**config.mk**
```make
export PLATFORM = sky130hd
export DESIGN_NAME = rgb565_ordered_dither_top_flat
export DESIGN_NICKNAME = d
export VERILOG_FILES = /design/src/rtl/rod_pkg.sv /design/src/rtl/rod_pixel_if.sv /design/src/rtl/rod_result_if.sv /design/src/rtl/rod_regs.sv /design/src/rtl/rgb565_ordered_dither_top.sv /design/src/flat_wrapper.sv
export SDC_FILE = /design/constraint.sdc
export NUM_CORES = 1
export LEC_CHECK = 0
export ABC_AREA = 1
export BUFFER_PORTS_ARGS = -buffer_cell sky130_fd_sc_hd__buf_2
export CAP_MARGIN = 40
export CORE_ASPECT_RATIO = 2
export CORE_MARGIN = 1
export CORE_UTILIZATION = 47
export DETAILED_ROUTE_END_ITERATION = 6
export GPL_TIMING_DRIVEN = 0
export PLACE_DENSITY = 0.72
export SLEW_MARGIN = 40
export SYNTH_ARGS = -nofsm -noshare
export SYNTH_HDL_FRONTEND = slang
export SYNTH_SLANG_ARGS = --single-unit
```
**constraint.sdc**
```tcl
create_clock -name clk -period 7.6 [get_ports clk]
set_input_delay 1.14 -clock clk [delete_from_list [all_inputs] [get_ports clk]]
set_output_delay 1.14 -clock clk [all_outputs]
set_load 0.005 [all_outputs]
```
**src/rtl/rod_pkg.sv**
```systemverilog
`timescale 1ns / 1ps
`default_nettype none

package rod_pkg;

  localparam int unsigned PIXEL_BITS = 16;
  localparam int unsigned CFG_DATA_BITS = 32;
  localparam int unsigned CFG_ADDR_BITS = 4;

  localparam logic [4:0] RED_MAX = 5'h1F;
  localparam logic [5:0] GREEN_MAX = 6'h3F;
  localparam logic [4:0] BLUE_MAX = 5'h1F;

  typedef logic [PIXEL_BITS-1:0] pixel_t;

  typedef enum logic [1:0] {
    REG_RECT_LEFT     = 2'd0,
    REG_RECT_TOP      = 2'd1,
    REG_RECT_WIDTH    = 2'd2,
    REG_DITHER_ENABLE = 2'd3
  } reg_index_t;

  // 4x4 Bayer threshold matrix, addressed by {row, column}.
  function automatic logic [3:0] bayer_entry(input logic [1:0] row, input logic [1:0] col);
    logic [3:0] entry;
    case ({row, col})
      4'd0:    entry = 4'd0;
      4'd1:    entry = 4'd8;
      4'd2:    entry = 4'd2;
      4'd3:    entry = 4'd10;
      4'd4:    entry = 4'd12;
      4'd5:    entry = 4'd4;
      4'd6:    entry = 4'd14;
      4'd7:    entry = 4'd6;
      4'd8:    entry = 4'd3;
      4'd9:    entry = 4'd11;
      4'd10:   entry = 4'd1;
      4'd11:   entry = 4'd9;
      4'd12:   entry = 4'd15;
      4'd13:   entry = 4'd7;
      4'd14:   entry = 4'd13;
      4'd15:   entry = 4'd5;
      default: entry = 4'd0;
    endcase
    return entry;
  endfunction

  // Bits 0, 1 and 2 of the entry bump red, green and blue by one, saturating.
  function automatic pixel_t dither_pixel(input pixel_t c, input logic [3:0] entry);
    logic [4:0] r;
    logic [5:0] g;
    logic [4:0] b;
    r = c[15:11];
    g = c[10:5];
    b = c[4:0];
    if (r < 5'd2 && g < 6'd4 && b < 5'd2) begin
      return c;
    end
    if (entry[0] && r != RED_MAX) begin
      r = r + 5'd1;
    end
    if (entry[1] && g != GREEN_MAX) begin
      g = g + 6'd1;
    end
    if (entry[2] && b != BLUE_MAX) begin
      b = b + 5'd1;
    end
    return {r, g, b};
  endfunction

endpackage

`default_nettype wire

```
**src/rtl/rod_pixel_if.sv**
```systemverilog
`timescale 1ns / 1ps
`default_nettype none

interface rod_pixel_if;
  logic        valid;
  logic        ready;
  logic [15:0] pixel_in;
  logic        rect_start;

  modport source (output valid, output pixel_in, output rect_start, input ready);
  modport sink (input valid, input pixel_in, input rect_start, output ready);
endinterface

`default_nettype wire

```
**src/rtl/rod_result_if.sv**
```systemverilog
`timescale 1ns / 1ps
`default_nettype none

interface rod_result_if;
  logic        valid;
  logic        ready;
  logic [15:0] pixel_out;

  modport source (output valid, output pixel_out, input ready);
  modport sink (input valid, input pixel_out, output ready);
endinterface

`default_nettype wire

```
**src/rtl/rod_regs.sv**
```systemverilog
`timescale 1ns / 1ps
`default_nettype none

module rod_regs
  import rod_pkg::*;
#(
  parameter int COORD_BITS = 12
) (
  input  wire logic                     clk,
  input  wire logic                     rst,
  input  wire logic                     psel,
  input  wire logic                     penable,
  input  wire logic                     pwrite,
  input  wire logic [CFG_ADDR_BITS-1:0] paddr,
  input  wire logic [CFG_DATA_BITS-1:0] pwdata,
  output logic      [CFG_DATA_BITS-1:0] prdata,
  output logic                          pready,
  output logic      [COORD_BITS-1:0]    rect_left,
  output logic      [COORD_BITS-1:0]    rect_top,
  output logic      [COORD_BITS:0]      rect_width,
  output logic                          dither_enable
);

  reg_index_t reg_index;
  logic       write_en;

  assign reg_index = reg_index_t'(paddr[3:2]);
  assign write_en  = psel && penable && pwrite;
  assign pready    = 1'b1;

  always_ff @(posedge clk) begin
    if (rst) begin
      rect_left     <= '0;
      rect_top      <= '0;
      rect_width    <= (COORD_BITS+1)'(1);
      dither_enable <= 1'b1;
    end else if (write_en) begin
      case (reg_index)
        REG_RECT_LEFT:     rect_left     <= pwdata[COORD_BITS-1:0];
        REG_RECT_TOP:      rect_top      <= pwdata[COORD_BITS-1:0];
        REG_RECT_WIDTH:    rect_width    <= pwdata[COORD_BITS:0];
        REG_DITHER_ENABLE: dither_enable <= pwdata[0];
        default: ;
      endcase
    end
  end

  always_comb begin
    case (reg_index)
      REG_RECT_LEFT:     prdata = CFG_DATA_BITS'(rect_left);
      REG_RECT_TOP:      prdata = CFG_DATA_BITS'(rect_top);
      REG_RECT_WIDTH:    prdata = CFG_DATA_BITS'(rect_width);
      REG_DITHER_ENABLE: prdata = CFG_DATA_BITS'(dither_enable);
      default:           prdata = '0;
    endcase
  end

endmodule

`default_nettype wire

```
**src/rtl/rgb565_ordered_dither_top.sv**
```systemverilog
`timescale 1ns / 1ps
`default_nettype none

// RGB565 4x4 ordered dither. Pixels of a rectangle arrive in row-major order on
// the pixels channel, one word per cycle unless stalled; rect_start marks the
// first pixel of a rectangle and restarts the column counter and row phase.
// Each pixel's screen position (rect_left plus column, rect_top plus row, both
// modulo 4) selects a Bayer entry whose low three bits add one to red, green
// and blue, saturating. Near-black pixels and all pixels with dither_enable
// clear pass unchanged. Throughput is one pixel per clock unless the output
// stalls; a result is registered in the cycle after acceptance. The input stays
// ready while the output register is empty or being drained in the same cycle.
// Registers (APB, byte addresses): 0x0 rect_left, 0x4 rect_top,
// 0x8 rect_width (0 acts as 1), 0xC dither_enable. Write only while idle.

module rgb565_ordered_dither_top
  import rod_pkg::*;
#(
  parameter int COORD_BITS = 12
) (
  input  wire logic                     clk,
  input  wire logic                     rst,
  rod_pixel_if.sink                     pixels,
  rod_result_if.source                  results,
  input  wire logic                     psel,
  input  wire logic                     penable,
  input  wire logic                     pwrite,
  input  wire logic [CFG_ADDR_BITS-1:0] paddr,
  input  wire logic [CFG_DATA_BITS-1:0] pwdata,
  output logic      [CFG_DATA_BITS-1:0] prdata,
  output logic                          pready
);

  localparam logic [COORD_BITS:0] WIDTH_MAX = (COORD_BITS+1)'(1) << COORD_BITS;

  logic [COORD_BITS-1:0] rect_left;
  logic [COORD_BITS-1:0] rect_top;
  logic [COORD_BITS:0]   rect_width;
  logic                  dither_enable;

  logic [COORD_BITS-1:0] column_offset;
  logic [1:0]            row_phase;
  logic                  out_valid;
  pixel_t                pixel_out;

  logic [COORD_BITS-1:0] col_cur;
  logic [1:0]            row_cur;
  logic [COORD_BITS:0]   col_step;
  logic [COORD_BITS:0]   width_eff;
  logic                  row_wrap;
  logic [1:0]            px_col;
  logic [1:0]            px_row;
  pixel_t                pixel_next;
  logic                  accept;

  rod_regs #(
    .COORD_BITS(COORD_BITS)
  ) u_regs (
    .clk           (clk),
    .rst           (rst),
    .psel          (psel),
    .penable       (penable),
    .pwrite        (pwrite),
    .paddr         (paddr),
    .pwdata        (pwdata),
    .prdata        (prdata),
    .pready        (pready),
    .rect_left     (rect_left),
    .rect_top      (rect_top),
    .rect_width    (rect_width),
    .dither_enable (dither_enable)
  );

  assign pixels.ready      = !rst && (!out_valid || results.ready);
  assign accept            = pixels.valid && pixels.ready;
  assign results.valid     = out_valid;
  assign results.pixel_out = pixel_out;

  // A start word restarts the position before its own pixel is dithered.
  assign col_cur  = pixels.rect_start ? '0 : column_offset;
  assign row_cur  = pixels.rect_start ? 2'd0 : row_phase;
  assign col_step = {1'b0, col_cur} + (COORD_BITS+1)'(1);

  always_comb begin
    if (rect_width == '0) begin
      width_eff = (COORD_BITS+1)'(1);
    end else if (rect_width > WIDTH_MAX) begin
      width_eff = WIDTH_MAX;
    end else begin
      width_eff = rect_width;
    end
  end

  assign row_wrap = col_step >= width_eff;
  assign px_col   = rect_left[1:0] + col_cur[1:0];
  assign px_row   = rect_top[1:0] + row_cur;

  always_comb begin
    if (dither_enable) begin
      pixel_next = dither_pixel(pixels.pixel_in, bayer_entry(px_row, px_col));
    end else begin
      pixel_next = pixels.pixel_in;
    end
  end

  always_ff @(posedge clk) begin
    if (rst) begin
      column_offset <= '0;
      row_phase     <= 2'd0;
      out_valid     <= 1'b0;
    end else begin
      if (accept) begin
        out_valid <= 1'b1;
        if (row_wrap) begin
          column_offset <= '0;
          row_phase     <= row_cur + 2'd1;
        end else begin
          column_offset <= col_step[COORD_BITS-1:0];
          row_phase     <= row_cur;
        end
      end else if (results.ready) begin
        out_valid <= 1'b0;
      end
    end
  end

  always_ff @(posedge clk) begin
    if (accept) begin
      pixel_out <= pixel_next;
    end
  end

endmodule

`default_nettype wire

```
**src/flat_wrapper.sv**
```systemverilog
// flat-port wrapper written by rule: the top's interface ports become plain ports
module rgb565_ordered_dither_top_flat import rod_pkg::*;
#(
  parameter int COORD_BITS = 12
)
  (clk, rst, psel, penable, pwrite, paddr, pwdata, prdata, pready, pixels_valid, pixels_pixel_in, pixels_rect_start, pixels_ready, results_valid, results_pixel_out, results_ready);
  rod_pixel_if pixels_i ();
  rod_result_if results_i ();
  input  wire logic clk;
  input  wire logic rst;
  input  wire logic psel;
  input  wire logic penable;
  input  wire logic pwrite;
  input  wire logic [CFG_ADDR_BITS-1:0] paddr;
  input  wire logic [CFG_DATA_BITS-1:0] pwdata;
  output logic      [CFG_DATA_BITS-1:0] prdata;
  output logic pready;
  input wire logic [$bits(pixels_i.valid)-1:0] pixels_valid;
  input wire logic [$bits(pixels_i.pixel_in)-1:0] pixels_pixel_in;
  input wire logic [$bits(pixels_i.rect_start)-1:0] pixels_rect_start;
  output wire logic [$bits(pixels_i.ready)-1:0] pixels_ready;
  output wire logic [$bits(results_i.valid)-1:0] results_valid;
  output wire logic [$bits(results_i.pixel_out)-1:0] results_pixel_out;
  input wire logic [$bits(results_i.ready)-1:0] results_ready;
  assign pixels_i.valid = pixels_valid;
  assign pixels_i.pixel_in = pixels_pixel_in;
  assign pixels_i.rect_start = pixels_rect_start;
  assign pixels_ready = pixels_i.ready;
  assign results_valid = results_i.valid;
  assign results_pixel_out = results_i.pixel_out;
  assign results_i.ready = results_ready;
  rgb565_ordered_dither_top #(.COORD_BITS(COORD_BITS)) u_core (.clk(clk), .rst(rst), .pixels(pixels_i), .results(results_i), .psel(psel), .penable(penable), .pwrite(pwrite), .paddr(paddr), .pwdata(pwdata), .prdata(prdata), .pready(pready));
endmodule
```
==> impl_metrics.json, run 1 <==
{
  "synth_seq_cells": 69,
  "clk_pin_slew_worst_setup_hold_paths_ns": 0.05,
  "library_cell_occupying_the_most_area_in_the_post_synthesis_netlist": "sky130_fd_sc_hd__dfxtp_1",
  "final_nets": 771,
  "via_per_inst": 5.014,
  "wl_met2_mm": 5.925,
  "worstPathMaxFanout": 10,
  "cp_required_ns": 7.86,
  "worst_setup_path_start_kind": "input pin",
  "drtPass1Iterations": 4,
  "cts_tree": "yes",
  "grt_setup_unrepaired": "false",
  "critical_path_class": "in -> reg",
  "die_footprint_sq_mm": 0.009353,
  "cts_max_path_buffers": 2,
  "maxSlewViolCount": 0,
  "power_leakage_uw": 0.002448,
  "max_slew.worst_pin.slew_ns": 0.7954,
  "synth.yosys.warnings": 0,
  "post_route_cells_drive_above_1_share": 0.1885,
  "ant_nets": 0,
  "grt_first_pass_wirelength_mm": 16.68,
  "width_of_the_chip_microns": 68.89,
  "maxClockFrequency_mhz": 270.4,
  "final_worst_clock_skew_ns": 0.003706,
  "ratio_of_final_minimum_period_to_clock_period": 0.4867,
  "clock-sinks": 69,
  "clk-insertion-delay-late_ns": 0.33,
  "critical-path-slowest-cell": "sky130_fd_sc_hd__ha_1",
  "postSynthAreaPerCell_sq_um": 7.080,
  "dp_hpwl_mm": 8.158,
  "end_kind": "flop",
  "routed-via-count": 3986,
  "ctsResizeCount": 0,
  "dieHeight_microns": 135.8,
  "syn_area_sq_mm": 0.004205,
  "drv_cap": 0,
  "final.setup.tns_ns": 0,
  "synth_top_area_frac": 0.2523,
  "antenna-diode-count": 0,
  "route.layer.met1.wl_mm": 3.641,
  "drt_iter0_drcs": 168,
  "pin_count_of_the_biggest_net_entering_global_routing": 22,
  "postCtsSetupRepairBufs": 0,
  "timing.hold.worst.class": "reg -> reg",
  "finalCoreUtilization": 0.5820,
  "drc": 0,
  "synth-seq-area-share": 0.3666,
  "worst_ir_drop_vdd_mv": 0.1501,
  "syn_to_final_growth_pct": 19.70,
  "holdWs_ns": 0.4639,
  "grt_use_total": 0.2379,
  "critPathMostFrequentCell": "sky130_fd_sc_hd__nand2_1",
  "ctsHoldBuffers": 0,
  "top_layer_used": "met4",
  "initial_standard_cell_utilization_of_the_core": 0.4863,
  "outcome": "finished clean",
  "htreeDepth": 3,
  "cts-buffers-inserted": 9,
  "coreArea_sq_mm": 0.008648,
  "yosys-top-cells-area": "sky130_fd_sc_hd__dfxtp_1 (25%), sky130_fd_sc_hd__nand2_1 (14%), sky130_fd_sc_hd__edfxtp_1 (11%)",
  "grt_pass1_vias": 3906,
  "routed-wl-met3_microns": 376,
  "unique_cell_type_count_in_the_yosys_netlist": 39,
  "cts_root_buffer": "sky130_fd_sc_hd__clkbuf_16",
  "synthesis.instances": 594,
  "io_buffers": 68,
  "power_density_mw_per_mm2": 179.2,
  "i_o_pins": 111,
  "drt_wl_total_mm": 10.24,
  "wl_per_cell_microns": 12.88,
  "antenna_violations_before_repair": 0,
  "totalPowerFinal_uw": 901.9,
  "arrival_ns": 3.96,
  "layout_min_cycle_time_ns": 3.699,
  "global_route.overflow_total": 0,
  "most-common-layout-cells": "sky130_fd_sc_hd__nand2_1 (152), sky130_fd_sc_hd__nor2_1 (83), sky130_fd_sc_hd__buf_2 (70)",
  "leading_cell_type_in_the_layout_fill_and_taps_excluded": "sky130_fd_sc_hd__nand2_1",
  "finalSetupViolCount": 0,
  "num_rows": 48,
  "path_cells": "buf_6, inv_6, buf_12, nand2_1, inv_1, ha_1, nand3_1, nor2_4, nand3_1, nor3b_1, ha_1, nand2_1, inv_1, nand2_1, nand2_1, a21oi_1, nand2_1, nor2_2, buf_4, nand2_1, a21oi_1",
  "place_congestion": 0.9079,
  "slew-limit-headroom": 0.4691,
  "hold_viol_final": 0,
  "critical-path-max-stage-delay_ns": 0.27
}
[final cells by class]
class | count | area [sq um]
fillers | 854 | 3615
multi-input cells | 439 | 2230
flip-flops and latches | 69 | 1541
repair buffers | 68 | 340.3
clock buffers | 12 | 277.8
plain buffers | 39 | 252.7
inverters | 65 | 249.0
well taps | 100 | 125.1
clock inverters | 3 | 17.52
[flip-flops by register name (all words and copies together), names as in the netlist]
name / cells
u_core.results.valid: 1
u_core.results.pixel_out: 16
u_core.u_regs.rect_left: 12
u_core.u_regs.rect_width: 13
u_core.u_regs.rect_top: 12
u_core.u_regs.dither_enable: 1
u_core.column_offset: 12
u_core.row_phase: 2
[synthesized netlist by cell type]
master,number
sky130_fd_sc_hd__nor2_4,7
sky130_fd_sc_hd__and3_1,1
sky130_fd_sc_hd__nand3_1,41
sky130_fd_sc_hd__o311ai_0,1
sky130_fd_sc_hd__dfxtp_1,53
sky130_fd_sc_hd__nor3_1,2
sky130_fd_sc_hd__xor2_2,2
sky130_fd_sc_hd__o211ai_1,1
sky130_fd_sc_hd__nor2_2,2
sky130_fd_sc_hd__buf_12,1
sky130_fd_sc_hd__edfxtp_1,16
sky130_fd_sc_hd__ha_1,20
sky130_fd_sc_hd__nor3b_1,1
sky130_fd_sc_hd__buf_4,21
sky130_fd_sc_hd__o22ai_1,1
sky130_fd_sc_hd__nand2_4,1
sky130_fd_sc_hd__o21ai_0,44
sky130_fd_sc_hd__nor2_1,83
sky130_fd_sc_hd__o221ai_1,1
sky130_fd_sc_hd__a21boi_1,1
sky130_fd_sc_hd__xor2_1,10
sky130_fd_sc_hd__a21oi_1,22
sky130_fd_sc_hd__buf_2,2
sky130_fd_sc_hd__clkbuf_1,13
sky130_fd_sc_hd__inv_1,63
sky130_fd_sc_hd__nand2_2,3
sky130_fd_sc_hd__o31ai_1,4
sky130_fd_sc_hd__nand3_2,3
sky130_fd_sc_hd__inv_6,1
sky130_fd_sc_hd__conb_1,2
sky130_fd_sc_hd__xnor2_1,3
sky130_fd_sc_hd__clkbuf_2,1
sky130_fd_sc_hd__nand2_1,152
sky130_fd_sc_hd__nor3_2,1
sky130_fd_sc_hd__inv_2,1
sky130_fd_sc_hd__nand3_4,1
sky130_fd_sc_hd__buf_6,1
sky130_fd_sc_hd__nand4_1,8
sky130_fd_sc_hd__nor4_1,3
[per-layer routing]
metal | vias up | GRT usage
met5 | - | 0
met4 | 0 | 0.1156
met3 | 22 | 0.05387
met2 | 101 | 0.4515
met1 | 1805 | 0.2213
li1 | 2058 | -
[logic make-up (layout without fill, tap and decap cells)]
| group | count (synthesis) | count (layout) | share of synthesized area |
|---|---|---|---|
| other cells | 2 | 20 | 0.001786 |
| fa+ha+maj | 20 | 20 | 0.05951 |
| compound gates | 75 | 75 | 0.09492 |
| simple gates | 309 | 309 | 0.3231 |
| flops | 69 | 69 | 0.3666 |
| buf+inv | 104 | 187 | 0.1193 |
| xor+xnor | 15 | 15 | 0.03481 |
[path summary, 6_finish.rpt]
kind / slack (ns) / cells after the start / to / start
hold reg to reg: 0.46 / 2 / u_core.column_offset[5] / u_core.column_offset[5]
setup reg to reg: 4.58 / 18 / u_core.column_offset[2] / u_core.column_offset[1]
hold / removal: 0.46 / 2 / u_core.column_offset[5] / u_core.column_offset[5]
setup / recovery: 3.90 / 21 / u_core.column_offset[2] / pixels_rect_start
[worst max-delay path, delay by kind of cell]
family | cells | cell delay, ns
and+or+nand+nor | 11 | 1.35
adders and majority gates | 2 | 0.45
AOI/OAI and AO/OA | 2 | 0.35
buffers and inverters | 6 | 0.64
[report_power, final]
group / leakage (uW) / internal (uW) / switching, uW
clock network: 0.000146 / 255 / 154
registers: 0.000578 / 387 / 5.01
logic: 0.00172 / 39.1 / 60.6
[per-stage QoR]
| stage | cells | setup WS, ns | cell area (sq um) |
|---|---|---|---|
| floorplan | 612 | 4.055 | 4273 |
| global placement | 780 | 3.595 | 4738 |
| detailed placement | 780 | 3.533 | 4738 |
| CTS | 795 | 3.866 | 5034 |
| global route | 795 | 3.629 | 5034 |
| finish | 795 | 3.901 | 5034 |
(Power assumes the default switching activity.)
==> run 2: changes to the inputs <==
--- a/config.mk
+++ b/config.mk
@@ -5,7 +5,7 @@
 export SDC_FILE = /design/constraint.sdc
 export NUM_CORES = 1
 export LEC_CHECK = 0
-export ABC_AREA = 1
+export ABC_AREA = 0
 export BUFFER_PORTS_ARGS = -buffer_cell sky130_fd_sc_hd__buf_2
 export CAP_MARGIN = 40
 export CORE_ASPECT_RATIO = 2
@@ -13,7 +13,7 @@
 export CORE_UTILIZATION = 47
 export DETAILED_ROUTE_END_ITERATION = 6
 export GPL_TIMING_DRIVEN = 0
-export PLACE_DENSITY = 0.72
+export PLACE_DENSITY = 0.76
 export SLEW_MARGIN = 40
 export SYNTH_ARGS = -nofsm -noshare
 export SYNTH_HDL_FRONTEND = slang
==> constraint.sdc (replaced) <==
create_clock -name clk -period 3.3 [get_ports clk]
set_input_delay 0.495 -clock clk [delete_from_list [all_inputs] [get_ports clk]]
set_output_delay 0.495 -clock clk [all_outputs]
set_load 0.005 [all_outputs]
==> run 2 against run 1 <==
Register-to-register slack worse by 4.4 ns; flip-flop and latch count stayed put; largest power group unchanged; largest cell class unchanged; highest routed layer unchanged; worst hold slack worse by 0.077 ns.
==> impl_metrics.json, run 2 <==
{
  "outcome": "finished clean",
  "synth_seq_cells": 69,
  "layout_min_cycle_time_ns": 3.095,
  "wl_per_cell_microns": 14.59,
  "via_per_inst": 5.377,
  "synth-edff-count": 16,
  "end_kind": "flop",
  "leading_cell_type_in_the_layout_fill_and_taps_excluded": "sky130_fd_sc_hd__nand2_1",
  "post_layout_nonfiller_instances": 679,
  "slew-limit-headroom": 0.6239,
  "count_leader_synth": "sky130_fd_sc_hd__nand2_1",
  "coreArea_sq_mm": 0.008233,
  "reg2reg_depth": 12,
  "flop2flop_setup_slack_ns": 0.20,
  "critical_path_class": "reg -> reg",
  "power_density_mw_per_mm2": 420.1,
  "grt_pass1_vias": 3634,
  "die_footprint_sq_mm": 0.008865,
  "drt_wl_total_mm": 9.910,
  "final_nets": 657,
  "totalPowerFinal_uw": 2024,
  "global_route.overflow_total": 0,
  "clk_pin_slew_worst_setup_hold_paths_ns": 0.05,
  "max_slew.worst_pin.slew_ns": 0.5641,
  "clock-sinks": 69,
  "io_buffers": 66,
  "synth_top_area_frac": 0.2665,
  "hold_viol_final": 0,
  "top_register": "u_core.results.pixel_out",
  "syn_to_final_growth_pct": 20.99,
  "worst_setup_path_start_kind": "flop",
  "antenna_violations_before_repair": 0,
  "num_rows": 47,
  "power_leakage_uw": 0.002018,
  "place_area_sq_mm": 0.004502,
  "final.setup.tns_ns": 0,
  "largest_registers": "u_core.results.pixel_out: 16 flops, u_core.u_regs.rect_width: 13 flops",
  "critical_path.endpoint": "u_core.row_phase[1]",
  "drt_iter0_drcs": 108,
  "unique_cell_type_count_in_the_yosys_netlist": 53,
  "worst_ir_drop_vdd_mv": 0.3308,
  "pin_count_of_the_biggest_net_entering_global_routing": 26,
  "worstPathMaxFanout": 5,
  "maxSlewViolCount": 0,
  "grt_first_pass_wirelength_mm": 15.87,
  "reg2reg_to": "u_core.row_phase[1]",
  "cp_required_ns": 3.52,
  "yosys_most_used_dff": "sky130_fd_sc_hd__dfxtp_1",
  "synthesis.instances": 481,
  "arrival_ns": 3.32,
  "grt_use_total": 0.2351,
  "ctsHoldBuffers": 0,
  "ant_nets": 0,
  "library_cell_occupying_the_most_area_in_the_post_synthesis_netlist": "sky130_fd_sc_hd__dfxtp_1",
  "drv_cap": 0,
  "place_congestion": 0.8233,
  "synth.yosys.warnings": 0,
  "cp-startpoint": "u_core.column_offset[0]",
  "cts_max_path_buffers": 2,
  "most-common-layout-cells": "sky130_fd_sc_hd__nand2_1 (129), sky130_fd_sc_hd__buf_2 (69), sky130_fd_sc_hd__a21oi_1 (52)",
  "width_of_the_chip_microns": 67.08,
  "initial_standard_cell_utilization_of_the_core": 0.4836,
  "antenna-diode-count": 0,
  "clk-insertion-delay-late_ns": 0.34,
  "drtPass1Iterations": 4,
  "htreeDepth": 3,
  "dieHeight_microns": 132.2,
  "cts_tree": "yes",
  "regToRegStartpoint": "u_core.column_offset[0]",
  "post-route-cell-area_sq_mm": 0.004817,
  "routed-via-count": 3651,
  "maxClockFrequency_mhz": 323.1,
  "placed_cells_incl_taps": 663,
  "final_worst_clock_skew_ns": 0.005286,
  "synth-seq-area-share": 0.3872,
  "cts-buffers-inserted": 9,
  "finalSetupViolCount": 0,
  "dp_hpwl_mm": 7.660,
  "multi_input_comb_area_sq_mm": 0.002236,
  "i_o_pins": 111,
  "syn_area_sq_mm": 0.003981,
  "postSynthAreaPerCell_sq_um": 8.277,
  "ratio_of_final_minimum_period_to_clock_period": 0.9379,
  "largest_register_ffs": 16,
  "share_of_flip_flops_with_an_asynchronous_set_or_reset": 0,
  "drc": 0,
  "post_route_cells_drive_above_1_share": 0.2169,
  "seq_area_sq_mm": 0.001544,
  "cts_root_buffer": "sky130_fd_sc_hd__clkbuf_16",
  "synth.cells.most_frequent": "sky130_fd_sc_hd__nand2_1 (129), sky130_fd_sc_hd__dfxtp_1 (53), sky130_fd_sc_hd__a21oi_1 (52), sky130_fd_sc_hd__buf_4 (20), sky130_fd_sc_hd__ha_1 (20)",
  "timing.hold.worst.class": "in -> reg",
  "yosys-top-cells-area": "sky130_fd_sc_hd__dfxtp_1 (27%), sky130_fd_sc_hd__nand2_1 (12%), sky130_fd_sc_hd__edfxtp_1 (12%)",
  "fillCellCount": 748
}
run 2: cell types whose count changed after synthesis, sizes merged, moves of 13 or more:
cell,delta
o21ai,-27
nand2,-27
nand3,-30
nor2,-73
inv,-56
mux2i,+13
a21oi,+31
run 2: logic make-up (layout without fill, tap and decap cells):
| family | after synthesis | in the layout | synth area share |
|---|---|---|---|
| DFF | 69 | 69 | 0.3872 |
| adders and majority gates | 20 | 20 | 0.06285 |
| buffers and inverters | 53 | 135 | 0.07354 |
| muxes | 18 | 18 | 0.05154 |
| AOI/OAI and AO/OA | 84 | 84 | 0.1201 |
| other | 2 | 20 | 0.001886 |
| xor gates and xnor gates | 20 | 20 | 0.04934 |
| and+or+nand+nor | 215 | 215 | 0.2536 |
run 2: what timing repair did:
| action | in CTS | in global routing |
|---|---|---|
| buffers inserted | 1 | 0 |
| setup endpoints to repair | 11 | 13 |
| pin swaps | 0 | 2 |
| endpoints found under the hold margin | 0 | 0 |
| gates resized for setup | 2 | 9 |
run 2: metrics by stage:
step	setup slack, ns	hold WS, ns	util
finish	0.2048	0.3867	0.5851
global route	-0.01518	0.3944	0.5851
CTS	0.02513	0.3831	0.5825
detailed placement	-0.6954	0.4469	0.5468
global placement	-0.6891	0.4412	0.5468
floorplan	0.04205	0.4357	-
run 2: critical path, stage by stage, from the launching register on:
cell and delay, ns:
sky130_fd_sc_hd__dfxtp_2 0.38, sky130_fd_sc_hd__nor2b_2 0.21, sky130_fd_sc_hd__ha_1 0.23, sky130_fd_sc_hd__nand3_2 0.13, sky130_fd_sc_hd__nor3_4 0.30, sky130_fd_sc_hd__nand2_1 0.11, sky130_fd_sc_hd__xor2_1 0.15, sky130_fd_sc_hd__nor2_1 0.08
sky130_fd_sc_hd__ha_1 0.33, sky130_fd_sc_hd__nand4_1 0.12, sky130_fd_sc_hd__o41a_1 0.46, sky130_fd_sc_hd__buf_4 0.17, sky130_fd_sc_hd__o41ai_1 0.31
run 2: final cells by class:
cell class	count	share of cell area
multi-input cells	377	0.4642
flip-flops and latches	69	0.3205
repair buffers	67	0.07013
clock buffers	14	0.05714
plain buffers	44	0.05455
well taps	98	0.02545
inverters	9	0.007013
clock inverters	1	0.001039
run 2: how the worst min path moves through the flow:
stage                                start                           to  slack (ns)  cells after the start
4_1_cts                       pixels_valid         u_core.results.valid        0.38                      3
6_report                      pixels_valid         u_core.results.valid        0.39                      3
5_1_grt                       pixels_valid         u_core.results.valid        0.39                      3
3_5_place_dp    u_core.u_regs.rect_left[2]   u_core.u_regs.rect_left[2]        0.45                      2
2_1_floorplan  u_core.u_regs.rect_left[10]  u_core.u_regs.rect_left[10]        0.44                      2
3_3_place_gp     u_core.u_regs.rect_top[4]    u_core.u_regs.rect_top[4]        0.44                      2
run 2: report_power, final:
group          total, uW  switching [uW]  internal [uW]  leakage, uW
Combinational        215             124           90.7      0.00130
Clock                913             343            570     0.000138
Sequential           896            8.79            887     0.000578
Total               2020             476           1550      0.00202
run 2: per-layer routing:
metal	global-route usage	part of all wire	up-vias
met1	0.2094	0.34	1701
met3	0.04412	0.037	27
met4	0.1418	0.035	0
met5	0	0	-
met2	0.4489	0.59	110
li1	-	-	1813
==> run 3: changes to the inputs <==
--- a/config.mk
+++ b/config.mk
@@ -5,7 +5,7 @@
 export SDC_FILE = /design/constraint.sdc
 export NUM_CORES = 1
 export LEC_CHECK = 0
-export ABC_AREA = 0
+export ABC_AREA = 1
 export BUFFER_PORTS_ARGS = -buffer_cell sky130_fd_sc_hd__buf_2
 export CAP_MARGIN = 40
 export CORE_ASPECT_RATIO = 2
@@ -13,7 +13,7 @@
 export CORE_UTILIZATION = 47
 export DETAILED_ROUTE_END_ITERATION = 6
 export GPL_TIMING_DRIVEN = 0
-export PLACE_DENSITY = 0.76
+export PLACE_DENSITY = 0.75
 export SLEW_MARGIN = 40
 export SYNTH_ARGS = -nofsm -noshare
 export SYNTH_HDL_FRONTEND = slang
==> run 3 against run 2 <==
Cell count increased by 17%; combinational power increased by 7%; clock skew increased by 0.00079 ns; count of clock-buffer cells in the layout decreased by 1; via count increased by 10%; flip-flop and latch count unchanged; first-iteration DRC count increased by 36%; non-clock buffer count decreased by 4; largest power group is now registers; largest cell class unchanged; routed wire length increased by 4.5%; highest routed layer unchanged.
==> impl_metrics.json, run 3 (synthesis results as in run 1) <==
{
  "fillCellCount": 830,
  "place_congestion": 0.9320,
  "ant_nets": 0,
  "syn_to_final_growth_pct": 19.31,
  "totalPowerFinal_uw": 2026,
  "slew-limit-headroom": 0.4668,
  "regToRegStartpoint": "u_core.column_offset[1]",
  "coreArea_sq_mm": 0.008648,
  "post-route-cell-area_sq_mm": 0.005017,
  "antenna_violations_before_repair": 0,
  "cts-buffers-inserted": 9,
  "leading_cell_type_in_the_layout_fill_and_taps_excluded": "sky130_fd_sc_hd__nand2_1",
  "io_buffers": 68,
  "ratio_of_final_minimum_period_to_clock_period": 0.9309,
  "maxSlewViolCount": 0,
  "dp_hpwl_mm": 8.097,
  "drv_cap": 0,
  "finalSetupViolCount": 0,
  "hold_viol_final": 0,
  "die_footprint_sq_mm": 0.009353,
  "max_slew.worst_pin.slew_ns": 0.7989,
  "width_of_the_chip_microns": 68.89,
  "worst_setup_path_start_kind": "input pin",
  "num_rows": 48,
  "place_area_sq_mm": 0.004738,
  "routed-via-count": 4032,
  "cts_root_buffer": "sky130_fd_sc_hd__clkbuf_16",
  "ctsHoldBuffers": 0,
  "maxClockFrequency_mhz": 325.5,
  "drc": 0,
  "top_register": "u_core.results.pixel_out",
  "final_nets": 771,
  "cp-startpoint": "pixels_rect_start",
  "critical_path_class": "in -> reg",
  "power_density_mw_per_mm2": 403.7,
  "global_route.overflow_total": 0,
  "dieHeight_microns": 135.8,
  "ctsResizeCount": 0,
  "antenna-diode-count": 0,
  "final_worst_clock_skew_ns": 0.006074,
  "holdWs_ns": 0.4043,
  "drtPass1Iterations": 5,
  "grt_setup_unrepaired": "false",
  "worstPathMaxFanout": 10,
  "wl_per_cell_microns": 13.02,
  "worst_ir_drop_vdd_mv": 0.3556,
  "grt_pass1_vias": 3929,
  "clk_pin_slew_worst_setup_hold_paths_ns": 0.05,
  "flop2flop_setup_slack_ns": 0.24,
  "timing.hold.worst.class": "in -> reg",
  "pin_count_of_the_biggest_net_entering_global_routing": 22,
  "power_leakage_uw": 0.002439,
  "clk-insertion-delay-late_ns": 0.33,
  "initial_standard_cell_utilization_of_the_core": 0.4863,
  "grt_first_pass_wirelength_mm": 17.03,
  "postCtsSetupRepairBufs": 0,
  "most-common-layout-cells": "sky130_fd_sc_hd__nand2_1 (152), sky130_fd_sc_hd__nor2_1 (83), sky130_fd_sc_hd__buf_2 (70)",
  "layout_min_cycle_time_ns": 3.072,
  "htreeDepth": 3,
  "clock-sinks": 69,
  "cts_tree": "yes",
  "grt_use_total": 0.2417,
  "reg2reg_depth": 18,
  "critical_path.endpoint": "u_core.column_offset[11]",
  "reg2reg_to": "u_core.column_offset[11]",
  "i_o_pins": 111,
  "post_route_cells_drive_above_1_share": 0.1885,
  "outcome": "finished clean",
  "cp_required_ns": 3.49,
  "drt_iter0_drcs": 147,
  "via_per_inst": 5.072,
  "end_kind": "flop",
  "arrival_ns": 3.26,
  "drt_wl_total_mm": 10.35,
  "cts_max_path_buffers": 2,
  "largest_registers": "u_core.results.pixel_out: 16 flops, u_core.u_regs.rect_width: 13 flops",
  "largest_register_ffs": 16
}
## run 3: where the power goes
part           leakage, uW  switching (uW)  total [uW]  internal [uW]
combinational      0.00172             141         231           90.2
sequential        0.000578            11.8         904            892
clock             0.000135             348         891            543
total              0.00244             500        2030           1530
## run 3: cell type report
cell class,count,area [sq um],area share
Multi-Input combinational cell,439,2238,0.4461
Sequential cell,69,1541,0.3072
Timing Repair Buffer,68,340.3,0.06783
Clock buffer,13,260.3,0.05187
Buffer,39,252.7,0.05037
Inverter,65,249.0,0.04963
Tap cell,100,125.1,0.02494
Clock inverter,2,10.01,0.001995
## run 3: worst max-delay path, cell delays in order
cell                      delay, ns
sky130_fd_sc_hd__buf_6         0.13
sky130_fd_sc_hd__inv_6         0.07
sky130_fd_sc_hd__buf_12        0.12
sky130_fd_sc_hd__nand2_1       0.07
sky130_fd_sc_hd__inv_1         0.08
sky130_fd_sc_hd__ha_1          0.18
sky130_fd_sc_hd__nand3_1       0.17
sky130_fd_sc_hd__nor2_4        0.20
sky130_fd_sc_hd__nand3_1       0.15
sky130_fd_sc_hd__xor2_1        0.19
sky130_fd_sc_hd__ha_1          0.31
sky130_fd_sc_hd__nand2_1       0.06
sky130_fd_sc_hd__nor2_1        0.18
sky130_fd_sc_hd__inv_1         0.07
sky130_fd_sc_hd__nor2_1        0.16
sky130_fd_sc_hd__nand2_1       0.09
sky130_fd_sc_hd__nand2_1       0.15
sky130_fd_sc_hd__nor2_2        0.07
sky130_fd_sc_hd__buf_4         0.17
sky130_fd_sc_hd__nand2_1       0.07
sky130_fd_sc_hd__o31ai_1       0.06
## run 3: how the worst min path moves through the flow
stage | startpoint | end | slack [ns] | cells after the start
after floorplan | u_core.column_offset[5] | u_core.column_offset[5] | 0.45 | 2
after global placement | u_core.column_offset[5] | u_core.column_offset[5] | 0.45 | 2
after detailed placement | u_core.column_offset[5] | u_core.column_offset[5] | 0.46 | 2
after CTS | pixels_valid | u_core.results.valid | 0.40 | 3
after global routing | pwdata[0] | u_core.u_regs.rect_width[0] | 0.42 | 3
final | pixels_valid | u_core.results.valid | 0.40 | 3
## run 3: through the flow
stage / setup WS, ns / cells / TNS [ns] / util
floorplan: 0.3998 / 612 / 0 / -
global placement: -0.07046 / 780 / -0.4277 / 0.5479
detailed placement: -0.1291 / 780 / -0.9156 / 0.5479
CTS: 0.2025 / 795 / 0 / 0.5791
global route: 0.008686 / 795 / 0 / 0.5802
finish: 0.2279 / 795 / 0 / 0.5802
## run 3: layer usage
metal | part of all wire | GRT usage
met1 | 0.35 | 0.2292
met3 | 0.037 | 0.03704
met4 | 0.020 | 0.1032
met2 | 0.59 | 0.4725
met5 | 0 | 0
